`src/frm_pkg.sv`:
```
// shared constants and types for the frame rms meter
`timescale 1ns / 1ps
`default_nettype none

package frm_pkg;

  localparam int SAMPLE_W        = 16;
  localparam int MAG_W           = 16;
  localparam int SQ_W            = 2 * MAG_W;
  localparam int SUM_W           = 43;
  // count field of a frame record, wide enough for the largest frame limit
  localparam int CNT_W           = 17;
  localparam int COUNT_OUT_W     = 13;
  localparam int RMS_W           = 16;
  // root works on the quotient padded to an even number of bits
  localparam int X_W             = SUM_W + 1;
  localparam int ROOT_W          = X_W / 2;

  localparam int DEF_MAX_SAMPLES = 4096;
  localparam int DEF_SAMPLE_BITS = 16;
  localparam int DEF_QUEUE_DEPTH = 2;

  typedef struct packed {
    logic [SUM_W-1:0] sum;
    logic [CNT_W-1:0] count;
    logic             overflow;
  } frame_t;

endpackage

`default_nettype wire

```
`src/frame_rms_meter.sv`:
```
// top level of the frame rms meter
//
//   port group                         dir  role
//   in_valid_i / in_ready_o            in   sample_i, last_i: one sample per transfer
//   out_valid_o / out_ready_i          out  rms_o, sample_count_o, overflow_o per frame
//
// samples are taken one per cycle unless stalled; each is squared, registered and summed
// a frame's mean and root are formed in the serial divide and root unit
// up to QUEUE_DEPTH finished frames wait for that unit; input stalls only when the queue
// is full and a frame end is pending, and the unit holds its result until it is taken
// reset clears the accumulators, the queue and the result valid
`timescale 1ns / 1ps
`default_nettype none

module frame_rms_meter #(
  parameter int MAX_SAMPLES = frm_pkg::DEF_MAX_SAMPLES,
  parameter int SAMPLE_BITS = frm_pkg::DEF_SAMPLE_BITS,
  parameter int QUEUE_DEPTH = frm_pkg::DEF_QUEUE_DEPTH
) (
  input  wire logic                                clk_i,
  input  wire logic                                rst_ni,
  input  wire logic [frm_pkg::SAMPLE_W-1:0]        sample_i,
  input  wire logic                                last_i,
  input  wire logic                                in_valid_i,
  output logic                                     in_ready_o,
  output logic [frm_pkg::RMS_W-1:0]                rms_o,
  output logic [frm_pkg::COUNT_OUT_W-1:0]          sample_count_o,
  output logic                                     overflow_o,
  output logic                                     out_valid_o,
  input  wire logic                                out_ready_i
);

  logic            push, full, pop, q_valid;
  frm_pkg::frame_t push_frame, head_frame;

  frm_front #(
    .MAX_SAMPLES (MAX_SAMPLES),
    .SAMPLE_BITS (SAMPLE_BITS)
  ) u_front (
    .clk_i    (clk_i),
    .rst_ni   (rst_ni),
    .sample_i (sample_i),
    .last_i   (last_i),
    .valid_i  (in_valid_i),
    .ready_o  (in_ready_o),
    .push_o   (push),
    .frame_o  (push_frame),
    .full_i   (full)
  );

  frm_queue #(
    .DEPTH (QUEUE_DEPTH)
  ) u_queue (
    .clk_i   (clk_i),
    .rst_ni  (rst_ni),
    .push_i  (push),
    .data_i  (push_frame),
    .full_o  (full),
    .pop_i   (pop),
    .valid_o (q_valid),
    .data_o  (head_frame)
  );

  frm_back u_back (
    .clk_i          (clk_i),
    .rst_ni         (rst_ni),
    .frame_i        (head_frame),
    .valid_i        (q_valid),
    .pop_o          (pop),
    .rms_o          (rms_o),
    .sample_count_o (sample_count_o),
    .overflow_o     (overflow_o),
    .valid_o        (out_valid_o),
    .ready_i        (out_ready_i)
  );

endmodule

`default_nettype wire

```
`src/frm_front.sv`:
```
// front end: sample intake, squaring and per-frame accumulation
`timescale 1ns / 1ps
`default_nettype none

module frm_front #(
  parameter int MAX_SAMPLES = frm_pkg::DEF_MAX_SAMPLES,
  parameter int SAMPLE_BITS = frm_pkg::DEF_SAMPLE_BITS
) (
  input  wire logic                          clk_i,
  input  wire logic                          rst_ni,
  input  wire logic [frm_pkg::SAMPLE_W-1:0]  sample_i,
  input  wire logic                          last_i,
  input  wire logic                          valid_i,
  output logic                               ready_o,
  output logic                               push_o,
  output frm_pkg::frame_t                    frame_o,
  input  wire logic                          full_i
);

  localparam int CntW  = $clog2(MAX_SAMPLES + 1);
  localparam int SbEff = (SAMPLE_BITS < frm_pkg::SAMPLE_W) ? SAMPLE_BITS : frm_pkg::SAMPLE_W;
  localparam logic [frm_pkg::MAG_W-1:0] Mask =
    frm_pkg::MAG_W'((33'd1 << SbEff) - 33'd1);
  // wider samples than the port carries are never negative
  localparam bit HasSign = (SAMPLE_BITS <= frm_pkg::SAMPLE_W);
  localparam logic [CntW-1:0] MaxCnt = CntW'(MAX_SAMPLES);

  logic [frm_pkg::MAG_W-1:0] v, mag;
  logic                      neg;
  logic [frm_pkg::SQ_W-1:0]  sq;

  logic                      p_vld_q;
  logic [frm_pkg::SQ_W-1:0]  p_sq_q;
  logic                      p_last_q;

  logic [frm_pkg::SUM_W-1:0] sum_q, sum_n, sum_sat;
  logic [frm_pkg::SUM_W:0]   sum_add;
  logic [CntW-1:0]           cnt_q, cnt_n;
  logic                      ovf_q, ovf_n;
  logic                      room, advance, accept;

  assign v   = sample_i & Mask;
  assign neg = HasSign && v[SbEff-1];
  assign mag = neg ? ((~v + 16'd1) & Mask) : v;
  assign sq  = frm_pkg::SQ_W'(mag) * frm_pkg::SQ_W'(mag);

  // a frame end waits in the stage until the queue has room
  assign advance = p_vld_q && (!p_last_q || !full_i);
  assign ready_o = !p_vld_q || advance;
  assign accept  = valid_i && ready_o;

  always_ff @(posedge clk_i or negedge rst_ni) begin
    if (!rst_ni) begin
      p_vld_q <= 1'b0;
    end else if (accept) begin
      p_vld_q <= 1'b1;
    end else if (advance) begin
      p_vld_q <= 1'b0;
    end
  end

  always_ff @(posedge clk_i) begin
    if (accept) begin
      p_sq_q   <= sq;
      p_last_q <= last_i;
    end
  end

  assign room    = cnt_q < MaxCnt;
  assign sum_add = {1'b0, sum_q} + (frm_pkg::SUM_W + 1)'(p_sq_q);
  assign sum_sat = sum_add[frm_pkg::SUM_W] ? '1 : sum_add[frm_pkg::SUM_W-1:0];
  assign sum_n   = room ? sum_sat : sum_q;
  assign cnt_n   = room ? CntW'(cnt_q + 1'b1) : cnt_q;
  assign ovf_n   = ovf_q | !room;

  always_ff @(posedge clk_i or negedge rst_ni) begin
    if (!rst_ni) begin
      sum_q <= '0;
      cnt_q <= '0;
      ovf_q <= 1'b0;
    end else if (advance) begin
      if (p_last_q) begin
        sum_q <= '0;
        cnt_q <= '0;
        ovf_q <= 1'b0;
      end else begin
        sum_q <= sum_n;
        cnt_q <= cnt_n;
        ovf_q <= ovf_n;
      end
    end
  end

  assign push_o           = advance && p_last_q;
  assign frame_o.sum      = sum_n;
  assign frame_o.count    = frm_pkg::CNT_W'(cnt_n);
  assign frame_o.overflow = ovf_n;

endmodule

`default_nettype wire

```
`src/frm_queue.sv`:
```
// short queue of finished frame totals between front and back
`timescale 1ns / 1ps
`default_nettype none

module frm_queue #(
  parameter int DEPTH = frm_pkg::DEF_QUEUE_DEPTH
) (
  input  wire logic            clk_i,
  input  wire logic            rst_ni,
  input  wire logic            push_i,
  input  wire frm_pkg::frame_t data_i,
  output logic                 full_o,
  input  wire logic            pop_i,
  output logic                 valid_o,
  output frm_pkg::frame_t      data_o
);

  localparam int PtrW  = (DEPTH > 1) ? $clog2(DEPTH) : 1;
  localparam int FillW = $clog2(DEPTH + 1);
  localparam logic [PtrW-1:0]  LastPtr = PtrW'(DEPTH - 1);
  localparam logic [FillW-1:0] FullCnt = FillW'(DEPTH);

  frm_pkg::frame_t  entry_q [DEPTH];
  logic [PtrW-1:0]  wr_ptr_q, rd_ptr_q;
  logic [FillW-1:0] fill_q;
  logic             do_push, do_pop;

  assign full_o  = fill_q == FullCnt;
  assign valid_o = fill_q != '0;
  assign data_o  = entry_q[rd_ptr_q];
  assign do_push = push_i && !full_o;
  assign do_pop  = pop_i && valid_o;

  always_ff @(posedge clk_i or negedge rst_ni) begin
    if (!rst_ni) begin
      wr_ptr_q <= '0;
      rd_ptr_q <= '0;
      fill_q   <= '0;
    end else begin
      if (do_push) begin
        wr_ptr_q <= (wr_ptr_q == LastPtr) ? '0 : PtrW'(wr_ptr_q + 1'b1);
      end
      if (do_pop) begin
        rd_ptr_q <= (rd_ptr_q == LastPtr) ? '0 : PtrW'(rd_ptr_q + 1'b1);
      end
      if (do_push && !do_pop) begin
        fill_q <= FillW'(fill_q + 1'b1);
      end else if (do_pop && !do_push) begin
        fill_q <= FillW'(fill_q - 1'b1);
      end
    end
  end

  always_ff @(posedge clk_i) begin
    if (do_push) begin
      entry_q[wr_ptr_q] <= data_i;
    end
  end

endmodule

`default_nettype wire

```
`src/frm_back.sv`:
```
// back end: serial divide of the sum by the count, then bitwise square root
`timescale 1ns / 1ps
`default_nettype none

module frm_back (
  input  wire logic                             clk_i,
  input  wire logic                             rst_ni,
  input  wire frm_pkg::frame_t                  frame_i,
  input  wire logic                             valid_i,
  output logic                                  pop_o,
  output logic [frm_pkg::RMS_W-1:0]             rms_o,
  output logic [frm_pkg::COUNT_OUT_W-1:0]       sample_count_o,
  output logic                                  overflow_o,
  output logic                                  valid_o,
  input  wire logic                             ready_i
);

  localparam int SumW  = frm_pkg::SUM_W;
  localparam int CntW  = frm_pkg::CNT_W;
  localparam int XW    = frm_pkg::X_W;
  localparam int RootW = frm_pkg::ROOT_W;
  localparam int RW    = RootW + 2;
  localparam int StepW = $clog2(SumW);
  localparam logic [StepW-1:0] DivLast  = StepW'(SumW - 1);
  localparam logic [StepW-1:0] SqrtLast = StepW'(RootW - 1);

  typedef enum logic [3:0] {
    B_IDLE = 4'b0001,
    B_DIV  = 4'b0010,
    B_SQRT = 4'b0100,
    B_DONE = 4'b1000
  } back_state_e;

  back_state_e state_q, state_d;

  logic [StepW-1:0]                    step_q, step_d;
  logic [XW-1:0]                       dq_q, dq_d;
  logic [CntW-1:0]                     rem_q, rem_d, div_q;
  logic [RW-1:0]                       r_q, r_d;
  logic [RootW-1:0]                    root_q, root_d;
  logic [frm_pkg::RMS_W-1:0]           rms_q, rms_d;
  logic [frm_pkg::COUNT_OUT_W-1:0]     cnt_q;
  logic                                ovf_q;

  logic [CntW:0]   rem_sh;
  logic            div_ge;
  logic [RW+1:0]   r_t, t_ext;
  logic            sq_ge;

  // restoring divide step, one quotient bit per cycle
  assign rem_sh = {rem_q, dq_q[SumW-1]};
  assign div_ge = rem_sh >= {1'b0, div_q};

  // root step, two radicand bits per cycle
  assign r_t   = {r_q, dq_q[XW-1:XW-2]};
  assign t_ext = (RW + 2)'({root_q, 2'b01});
  assign sq_ge = r_t >= t_ext;

  assign pop_o = (state_q == B_IDLE) && valid_i;

  always_comb begin
    state_d = state_q;
    step_d  = step_q;
    dq_d    = dq_q;
    rem_d   = rem_q;
    r_d     = r_q;
    root_d  = root_q;
    rms_d   = rms_q;
    unique case (state_q)
      B_IDLE: begin
        if (valid_i) begin
          state_d = B_DIV;
          step_d  = '0;
          dq_d    = {1'b0, frame_i.sum};
          rem_d   = '0;
        end
      end
      B_DIV: begin
        rem_d  = div_ge ? CntW'(rem_sh - {1'b0, div_q}) : rem_sh[CntW-1:0];
        dq_d   = {1'b0, dq_q[SumW-2:0], div_ge};
        step_d = StepW'(step_q + 1'b1);
        if (step_q == DivLast) begin
          state_d = B_SQRT;
          step_d  = '0;
          r_d     = '0;
          root_d  = '0;
          // an empty frame reads as zero
          if (div_q == '0) begin
            dq_d = '0;
          end
        end
      end
      B_SQRT: begin
        r_d    = sq_ge ? RW'(r_t - t_ext) : RW'(r_t);
        root_d = {root_q[RootW-2:0], sq_ge};
        dq_d   = {dq_q[XW-3:0], 2'b00};
        step_d = StepW'(step_q + 1'b1);
        if (step_q == SqrtLast) begin
          state_d = B_DONE;
          rms_d   = (|root_d[RootW-1:frm_pkg::RMS_W]) ? '1 : root_d[frm_pkg::RMS_W-1:0];
        end
      end
      B_DONE: begin
        if (ready_i) begin
          state_d = B_IDLE;
        end
      end
      default: begin
        state_d = B_IDLE;
      end
    endcase
  end

  always_ff @(posedge clk_i or negedge rst_ni) begin
    if (!rst_ni) begin
      state_q <= B_IDLE;
      step_q  <= '0;
    end else begin
      state_q <= state_d;
      step_q  <= step_d;
    end
  end

  always_ff @(posedge clk_i) begin
    dq_q   <= dq_d;
    rem_q  <= rem_d;
    r_q    <= r_d;
    root_q <= root_d;
    rms_q  <= rms_d;
    if (pop_o) begin
      div_q <= frame_i.count;
      cnt_q <= frame_i.count[frm_pkg::COUNT_OUT_W-1:0];
      ovf_q <= frame_i.overflow;
    end
  end

  assign valid_o        = state_q == B_DONE;
  assign rms_o          = rms_q;
  assign sample_count_o = cnt_q;
  assign overflow_o     = ovf_q;

endmodule

`default_nettype wire

```
`config.mk`:
```
export PLATFORM = sky130hd
export DESIGN_NAME = frame_rms_meter
export DESIGN_NICKNAME = d
export VERILOG_FILES = /design/src/frm_pkg.sv /design/src/frame_rms_meter.sv /design/src/frm_front.sv /design/src/frm_queue.sv /design/src/frm_back.sv
export SDC_FILE = /design/constraint.sdc
export NUM_CORES = 1
export LEC_CHECK = 0
export BUFFER_PORTS_ARGS = -buffer_cell sky130_fd_sc_hd__buf_2
export CAP_MARGIN = 20
export CELL_PAD_IN_SITES_DETAIL_PLACEMENT = 1
export CELL_PAD_IN_SITES_GLOBAL_PLACEMENT = 1
export CORE_ASPECT_RATIO = 0.7
export CORE_MARGIN = 2
export CORE_UTILIZATION = 47
export DETAILED_ROUTE_END_ITERATION = 16
export PLACE_DENSITY_LB_ADDON = 0.15
export SYNTH_ARGS = -nofsm -noshare
export SYNTH_HDL_FRONTEND = slang
export SYNTH_SLANG_ARGS = --single-unit
```
`constraint.sdc`:
```
create_clock -name clk_i -period 3.9 [get_ports clk_i]
set_input_delay 0.78 -clock clk_i [delete_from_list [all_inputs] [get_ports clk_i]]
set_output_delay 0.78 -clock clk_i [all_outputs]
set_load 0.005 [all_outputs]
```
== After elaboration in Yosys (flattened, before gate mapping) ==
Memory sizes are Yosys's and may differ from the RTL's.
Cells that the tools add are included.
W data, S select, Z words.

* Register bits after elaboration: 259
* RAM bits: 114
* Memories kept: 1

* Add/sub/neg operators: 10
* Multipliers: 1
* $lt $le $gt $ge: 3
* Eq/ne operators: 11
* Multiplexer cells: 35
* Bitwise gates (word level): 2
* Reductions and logical operators: 29

{| class="wikitable"
|+ Memories
! name !! words !! width !! rd ports !! clocked after Yosys merged registers in !! wr ports !! RTL line !! source
|-
| u_queue.entry_q || 2 || 57 || 1 || 0 || 1 || frm_queue.sv:23 || <nowiki>frm_pkg::frame_t entry_q [DEPTH];</nowiki>
|}

{| class="wikitable"
|+ Operator list
! kind !! number
|-
| $mux W43 || 4
|-
| $pmux W44 S3 || 1
|-
| $mux W44 || 2
|-
| $mux W24 || 2
|-
| $pmux W24 S2 || 1
|-
| $add A43 B32 Y44 || 1
|-
| $pmux W22 S2 || 1
|-
| $mux W17 || 2
|-
| $pmux W17 S2 || 1
|-
| $mul A16 B16 Y32 || 1
|-
| $ge A26 B24 Y1 || 1
|-
| $mux W13 || 2
|-
| $sub A24 B24 Y24 || 1
|-
| $mux W22 || 1
|-
| $ge A18 B17 Y1 || 1
|-
| $pmux W6 S3 || 1
|-
| $logic_not A17 Y1 || 1
|-
| $sub A17 B17 Y17 || 1
|-
| $add A16 B1 Y16 const B || 1
|-
| $mux W16 || 1
|-
| $mux W4 || 4
|-
| $not A16 Y16 || 1
|-
| $pmux W4 S4 || 1
|-
| $add A13 B1 Y13 const B || 1
|-
| other kinds (25) || 57
|}

== Logic depth before layout (Yosys ltp) ==
Gate-level depths: netlist of run 1.

* Word-level depth: 10
* Gate-level depth with buffers: 31

== Modules after synthesis ==
A second synthesis of run 1 with hierarchy kept.

* Cell total of the unflattened synthesis: 2565
* Area, all modules: 27057.2 um^2

{| class="wikitable"
|+ By module, submodules not included
! module !! times used !! cells each !! area an instance (um^2) !! seq. area each (um^2)
|-
| frm_front || 1 || 1534 || 13444.1 || 2412.3
|-
| frm_back || 1 || 822 || 8712.1 || 4485.6
|-
| frm_queue || 1 || 209 || 4901.0 || 3763.6
|}

== Worst setup path after synthesis of run 1 ==
No wires, ideal clock.

* Kind: input -> register
* Start: input port sample_i[0] (netlist name)
* End: register u_front.p_sq_q[28] (netlist name) (data pin)
* Data arrival time: 8.104 ns
* Required time: 3.641 ns
* Setup slack: -4.462 ns
* Cell stages on the path: 28
* Buffers on the path: 1
* Path through: inv_1 -> clkbuf_1 -> ha_1 -> nand2b_1 -> o41ai_4 -> nand2_1 -> xnor2_1 -> inv_2 -> nand2_1 -> fa_1 -> fa_1 -> inv_1 -> fa_1 -> fa_1 -> fa_1 -> inv_1 -> fa_1 -> inv_1 -> ha_1 -> nand4_1 -> or3b_2 -> nor3_1 -> a211oi_1 -> o31a_1 -> o31ai_1 -> a21o_1 -> a21oi_1 -> xnor2_1

* Longest elaborated chain between the ends: 4

{| class="wikitable"
|+ RTL lines
! element !! RTL line !! source
|-
| start: declaration || frame_rms_meter.sv:22 || <nowiki>input wire logic [frm_pkg::SAMPLE_W-1:0] sample_i,</nowiki>
|-
| $not A16 Y16 || frm_front.sv:44 || <nowiki>assign mag = neg ? ((~v + 16'd1) & Mask) : v;</nowiki>
|-
| $add A16 B1 Y16 || frm_front.sv:44 ||
|-
| $mux W16 (*) || frm_front.sv:44 ||
|-
| $mul A16 B16 Y32 (*) || frm_front.sv:45 || <nowiki>assign sq = frm_pkg::SQ_W'(mag) * frm_pkg::SQ_W'(mag);</nowiki>
|-
| net u_front.sq, one bit || frm_front.sv:30 || <nowiki>logic [frm_pkg::SQ_W-1:0] sq;</nowiki>
|-
| end signal: assignment || frm_front.sv:64 || <nowiki>p_sq_q <= sq;</nowiki>
|-
| end: declaration || frm_front.sv:33 || <nowiki>logic [frm_pkg::SQ_W-1:0] p_sq_q;</nowiki>
|}

Mark *: on every way through the listed nets, which the timed path passes. The rest lies on a longest branch.
A chain may end at the register's enable or synchronous reset.

== Worst setup path in the final report of run 1 ==
* Start: input port sample_i[5] (netlist name)
* End: register u_front.p_sq_q[30] (netlist name) (data pin)

Same word-level chain as after synthesis.

==> reports/qor.yml, run 1 <==
outcome:
  status: "complete, but fails checks"
  violations: "negative setup slack"
synth:
  ys_seq_elements: 355
  synth_xor_area_share_pct: 4.15
  ys_seq_area_share_pct: 40.4
  synthArstFlopShare_pct: 20.3
  synth_top_family_by_area: "adder cells"
  postSynthAreaPerCell_um2: 10.7
  yosys.area_share.adder_pct: 21.5
  synth_area_um2: 25500
  synth-edff-count: 283
  synthMuxAreaShare_pct: 3.68
  synth_area_leader_cell: "edfxtp_1"
  ys_top_cells_by_area: "edfxtp_1 (33%), fa_1 (13%), ha_1 (8.3%)"
  synth_compound_area_share_pct: 13.1
  synth.top_cell.area_share_pct: 33.3
  synthDistinctLibCells: 88
  netlist_instances: 2386
  synth-simple-area-share_pct: 11.3
  ys.flop_type: "edfxtp_1"
  ys_warn_count: 0
setup_path:
  slowest_delay_ns: 0.57
  cp.required_ns: 4.19
  cpMostUsedCell: "fa_1"
  arrival_ns: 8.01
  worstPathMaxFanout: 4
  crit_path_end_kind: "flop"
  critical_path_class: "in2reg"
  cp_slowest_cell: "fa_1"
  worst_setup_path_start_kind: "primary input"
floorplan:
  die_area_um2: 56200
  num_io_pins: 53
  die_w_um: 282
  fp.dieH_um: 199
  initial_utilization_pct: 47.6
  core.rowCount: 71
  core_um2: 53700
timing:
  post-route-period-util_pct: 198
  hold_viol: 0
  setup_viol: 26
  skew_ns: 0.0363
  slew_viol_final: 0
  rsz0062_at_grt: "true"
  fin_ws_ns: -3.82
  fmax_ghz: 0.130
  fin_crit_ns: 7.72
  max_slew_margin_pct: 36.7
  worstMarginPinSlew_ns: 0.947
run:
  drv_cap: 0
clocking:
  clkSinkCount: 355
  clockBufferDepth: 3
  cts_tree: "built"
  cts_root_buffer: "clkbuf_16"
  worstSkewPairLatency_ns: 0.57
  cts_buffers: 38
  htreeDepth: 2
  path_clk_slew_ns: 0.06
drt:
  drt_first_pass_iters: 5
  vias: 19381
  ant_nets: 0
  drt-total-wl_mm: 71.8
  drc_errors: 0
  wl_per_cell_um: 20.9
  viasPerCell: 5.63
  drt_iter0_drc: 1031
layout:
  synthToLayoutAreaGrowth_pct: 20.9
  nets: 3042
  nFillCells: 5773
  final_area_um2: 30800
  diodes: 0
  drive_above_1_share_pct: 21.7
grt:
  grtUsageTotal_pct: 25.8
  antenna_found_initial: 0
  grt_pass1_vias: 21162
  grt_max_degree: 49
  grt_first_pass_wirelength_mm: 114
  grt_overflow_total: 0
placement:
  numPortBuffers: 52
  place.gp.congestion: 0.891
  placed_cell_area_um2: 28500
  dp_hpwl_mm: 51.7
hold_path:
  worstHoldPathType: "in2async"
==> sequential cells by signal (all words and copies together) (netlist names), 2 cells and up <==
signal,cells
u_back.rms_o,16
u_back.r_q,24
u_front.cnt_q,13
u_back.root_q,22
u_queue.fill_q,2
u_front.p_sq_q,31
u_back.dq_q,44
u_front.sum_q,43
u_back.state_q,4
u_back.sample_count_o,13
u_back.step_q,6
u_queue.entry_q,114
u_back.rem_q,17
==> routing by layer <==
metal,up-vias,global-route usage [%],share of wire [%]
met1,9973,35.2,45
met2,359,43.9,50
met5,-,0,0
met4,0,5.57,1.7
met3,99,3.49,3.6
li1,8950,-,-
==> logic make-up (layout without fill, tap and decap cells) <==
family / count (synthesis) / in the layout
simple gates: 623 / 623
compound gates: 471 / 471
buf+inv: 389 / 704
flops: 355 / 355
fa+ha+maj: 338 / 338
xor+xnor: 117 / 117
mux: 91 / 91
other cells: 2 / 12
==> Yosys cell counts (6+ instances only) <==
master	count
a21o_1	32
or3_1	8
nor3_1	24
edfxtp_1	283
a41o_1	6
nor4_1	7
inv_1	295
a21oi_1	100
mux2i_1	68
xor2_1	35
a221o_1	47
nor2_1	238
a21boi_0	7
nand2b_1	16
nand3_1	49
nand4_1	20
o22a_1	25
nand2_1	166
and2_1	19
or2_2	10
nand3b_1	6
xnor2_1	79
o211ai_1	10
o21a_1	27
fa_1	168
nor2b_1	11
a31oi_1	10
mux2_2	23
a211o_1	7
ha_1	170
a22oi_1	6
a221oi_1	6
clkbuf_1	69
o21ai_0	86
and3_1	18
o31ai_1	8
a22o_1	24
clkinv_1	6
buf_2	7
and4_1	7
a211oi_1	14
dfrtp_1	71
o21bai_1	11
==> final cells by class <==
type                            instances  area, um^2  share of cell area, %
Clock buffer                           47        1000                   3.26
Clock inverter                         21         230                  0.747
Inverter                              303        1170                   3.78
Multi-Input combinational cell       1652       14600                   47.5
Sequential cell                       355       10300                   33.4
Tap cell                              730         913                   2.96
Timing Repair Buffer                  333        2580                   8.38
==> final timing paths <==
path	start	end	slack [ns]	depth (start not counted)
setup / recovery	sample_i[5]	u_front.p_sq_q[30]	-3.82	29
hold / removal	rst_ni	u_front.sum_q[28]	0.22	1
setup reg to reg	u_front.sum_q[3]	u_queue.entry_q[0][56]	0.24	11
hold reg to reg	u_front.ovf_q	u_front.ovf_q	0.54	2
max in group asynchronous	rst_ni	u_front.sum_q[15]	2.89	2
min in group clk_i	last_i	u_front.p_last_q	0.38	1
==> through the flow <==
| stage | hold slack, ns | instances | setup TNS (ns) | setup WS, ns | utilization, % |
|---|---|---|---|---|---|
| 2_1_floorplan | 0.461 | 2396 | -78.89 | -3.96 | - |
| 3_3_place_gp | 0.498 | 3320 | -90.31 | -4.19 | 53.2 |
| 3_5_place_dp | 0.536 | 3321 | -94.06 | -4.38 | 53.2 |
| 4_1_cts | 0.233 | 3418 | -73.20 | -3.62 | 56.7 |
| 5_1_grt | 0.253 | 3441 | -85.15 | -4.02 | 57.5 |
| 6_report | 0.222 | 3441 | -80.69 | -3.82 | 57.5 |
==> worst max-delay path: cells and delay by family <==
family	cells	cell delay, ns
XOR/XNOR	2	0.41
AND/OR/NAND/NOR	6	1.72
buffers and inverters	9	0.76
AO/OA/AOI/OAI	5	0.96
adder cells (fa/ha/maj)	7	3.39
==> what timing repair did <==
item	4_1_cts	5_1_grt
resized for setup	99	51
pin swaps	59	34
setup buffers	31	21
hold buffers	0	0
setup endpoints to repair	26	29
==> cells in the final DEF, fill, tap and decap left out, drive strengths merged, types with 27 or more instances in the layout <==
master	netlist	layout
xor2	36	36
a21o	32	32
dfrtp	71	71
xnor2	81	81
o21ai	91	91
ha	170	170
nor2	239	239
nand3	49	49
inv	297	296
fa	168	168
o21a	27	27
a221o	47	47
a21oi	102	102
buf	16	333
edfxtp	283	283
nand2	166	166
clkbuf	70	47
mux2i	68	68
Power of run 1 is left out: the tool's default activity adds up to more than one toggle a clock period on the data nets, which glitch-free logic cannot reach.
==> inputs of run 2 (changes only) <==
--- a/config.mk
+++ b/config.mk
@@ -13,7 +13,7 @@
 export CORE_MARGIN = 2
 export CORE_UTILIZATION = 47
 export DETAILED_ROUTE_END_ITERATION = 16
-export PLACE_DENSITY_LB_ADDON = 0.15
+export PLACE_DENSITY = 0.75
 export SYNTH_ARGS = -nofsm -noshare
 export SYNTH_HDL_FRONTEND = slang
 export SYNTH_SLANG_ARGS = --single-unit
==> run 2 against run 1 <==
Against the previous run:
- the run still ends with negative setup slack left
- sequential share of layout area decreased by 0.16 points
- global-route usage is 0.32 points higher
- hold slack improved by 0.12 ns
- critical path type unchanged
- highest routed layer unchanged
==> reports/qor.yml, run 2 (synthesized netlist as in run 1, its figures left out) <==
layout:
  multi_input_area_um2: 14800
  largest_register_ffs: 114
  regMostFlops: "u_queue.entry_q"
  nFillCells: 5746
  reg_top3: "u_queue.entry_q (114), u_back.dq_q (44), u_front.sum_q (43)"
  synthToLayoutAreaGrowth_pct: 21.4
  seq_area_um2: 10300
  drive_above_1_share_pct: 22.9
  final_common_cell: "edfxtp_1"
  diodes: 0
  finalNonFillerCells: 3430
  final_cell_mix: "edfxtp_1 (283), inv_1 (262), buf_4 (236)"
  nets: 3030
placement:
  place.gp.congestion: 0.867
  numPortBuffers: 52
  dp_cells: 3322
  dp_hpwl_mm: 51.8
clocking:
  htreeDepth: 2
  worstSkewPairLatency_ns: 0.56
  cts_hold_buffers: 0
  cts_tree: "built"
  clkSinkCount: 355
  cts_root_buffer: "clkbuf_16"
  cts_buffers: 37
  path_clk_slew_ns: 0.06
  clockBufferDepth: 3
outcome:
  status: "complete, but fails checks"
  violations: "negative setup slack"
grt:
  antenna_found_initial: 0
  grtUsageTotal_pct: 26.1
  grt_pass1_vias: 21243
  grt_overflow_total: 0
  grt_first_pass_wirelength_mm: 116
  grt_max_degree: 61
drt:
  viasPerCell: 5.71
  drt_iter0_drc: 1261
  vias: 19584
  ant_nets: 0
  drt-total-wl_mm: 74.5
  wl_per_cell_um: 21.7
  drc_errors: 0
  drt_first_pass_iters: 5
timing:
  fin_crit_ns: 7.85
  fmax_ghz: 0.127
  max_slew_margin_pct: 35.0
  rsz0062_at_grt: "true"
  hold_viol: 0
  setup_viol: 27
  skew_ns: 0.0266
  post-route-period-util_pct: 201
  slew_viol_final: 0
  worstMarginPinSlew_ns: 0.968
  fin_ws_ns: -3.95
floorplan:
  die_area_um2: 56200
  core.rowCount: 71
  core_um2: 53700
  fp.dieH_um: 199
  die_w_um: 282
  num_io_pins: 53
  initial_utilization_pct: 47.6
setup_path:
  reg2reg_slack_ns: 0.23
  slowest_delay_ns: 0.57
  worst_setup_path_start_kind: "primary input"
  cp.required_ns: 4.19
  crit_path_end_kind: "flop"
  cp_slowest_cell: "fa_1"
  crit_buf_inv: 9
  worstPathMaxFanout: 3
  arrival_ns: 8.15
  crit_family: "adder cells"
  critical_path_class: "in2reg"
  cpMostUsedCell: "fa_1"
hold_path:
  worstHoldPathType: "in2async"
run:
  drv_cap: 0
## run 2: cell count changes in the layout (fill, tap and decap cells not counted), sizes merged
cell	previous run	this run
clkbuf	47	49
clkinv	22	16
inv	296	300
buf	333	322
## run 2: layer usage
layer  track usage, %  up-vias  part of all wire, %
li1                 -     8937                    -
met1             35.7    10075                   44
met2             44.1      448                   49
met3             3.86      124                  4.5
met4             5.53        0                  2.7
met5                0        -                    0
## run 2: stage by stage
step / utilization [%] / instance area (um^2) / setup WS [ns] / setup TNS (ns) / hold WS (ns)
2_1_floorplan: - / 25900 / -3.96 / -78.89 / 0.461
5_1_grt: 57.7 / 31000 / -4.10 / -84.52 / 0.393
6_report: 57.7 / 31000 / -3.95 / -80.40 / 0.345
4_1_cts: 57.0 / 30600 / -3.67 / -74.75 / 0.370
3_5_place_dp: 53.3 / 28600 / -4.42 / -94.46 / 0.526
3_3_place_gp: 53.3 / 28600 / -4.17 / -90.00 / 0.496
## run 2: repair_timing
| action | 4_1_cts | 5_1_grt |
|---|---|---|
| pin swaps | 85 | 65 |
| buffers inserted | 27 | 20 |
| endpoints found under the setup margin | 27 | 31 |
| endpoints found under the hold margin | 0 | 0 |
| cloned | 0 | 0 |
| resized for setup | 113 | 76 |
## run 2: path summary, 6_finish.rpt
kind / startpoint / cells after the start / to
hold / removal: rst_ni / 1 / u_back.step_q[2]
max in group asynchronous: rst_ni / 2 / u_front.sum_q[25]
hold reg to reg: u_front.cnt_q[1] / 2 / u_front.cnt_q[1]
min in group clk_i: last_i / 1 / u_front.p_last_q
setup reg to reg: u_front.sum_q[11] / 12 / u_front.sum_q[5]
setup / recovery: sample_i[6] / 30 / u_front.p_sq_q[28]
## run 2: final cells by class
type	count	share of cell area, %
Tap cell	730	2.95
Multi-Input combinational cell	1652	47.7
Timing Repair Buffer	322	8.09
Clock inverter	19	0.783
Sequential cell	355	33.2
Inverter	303	3.76
Clock buffer	49	3.50
Power of run 2 is left out for the same reason.
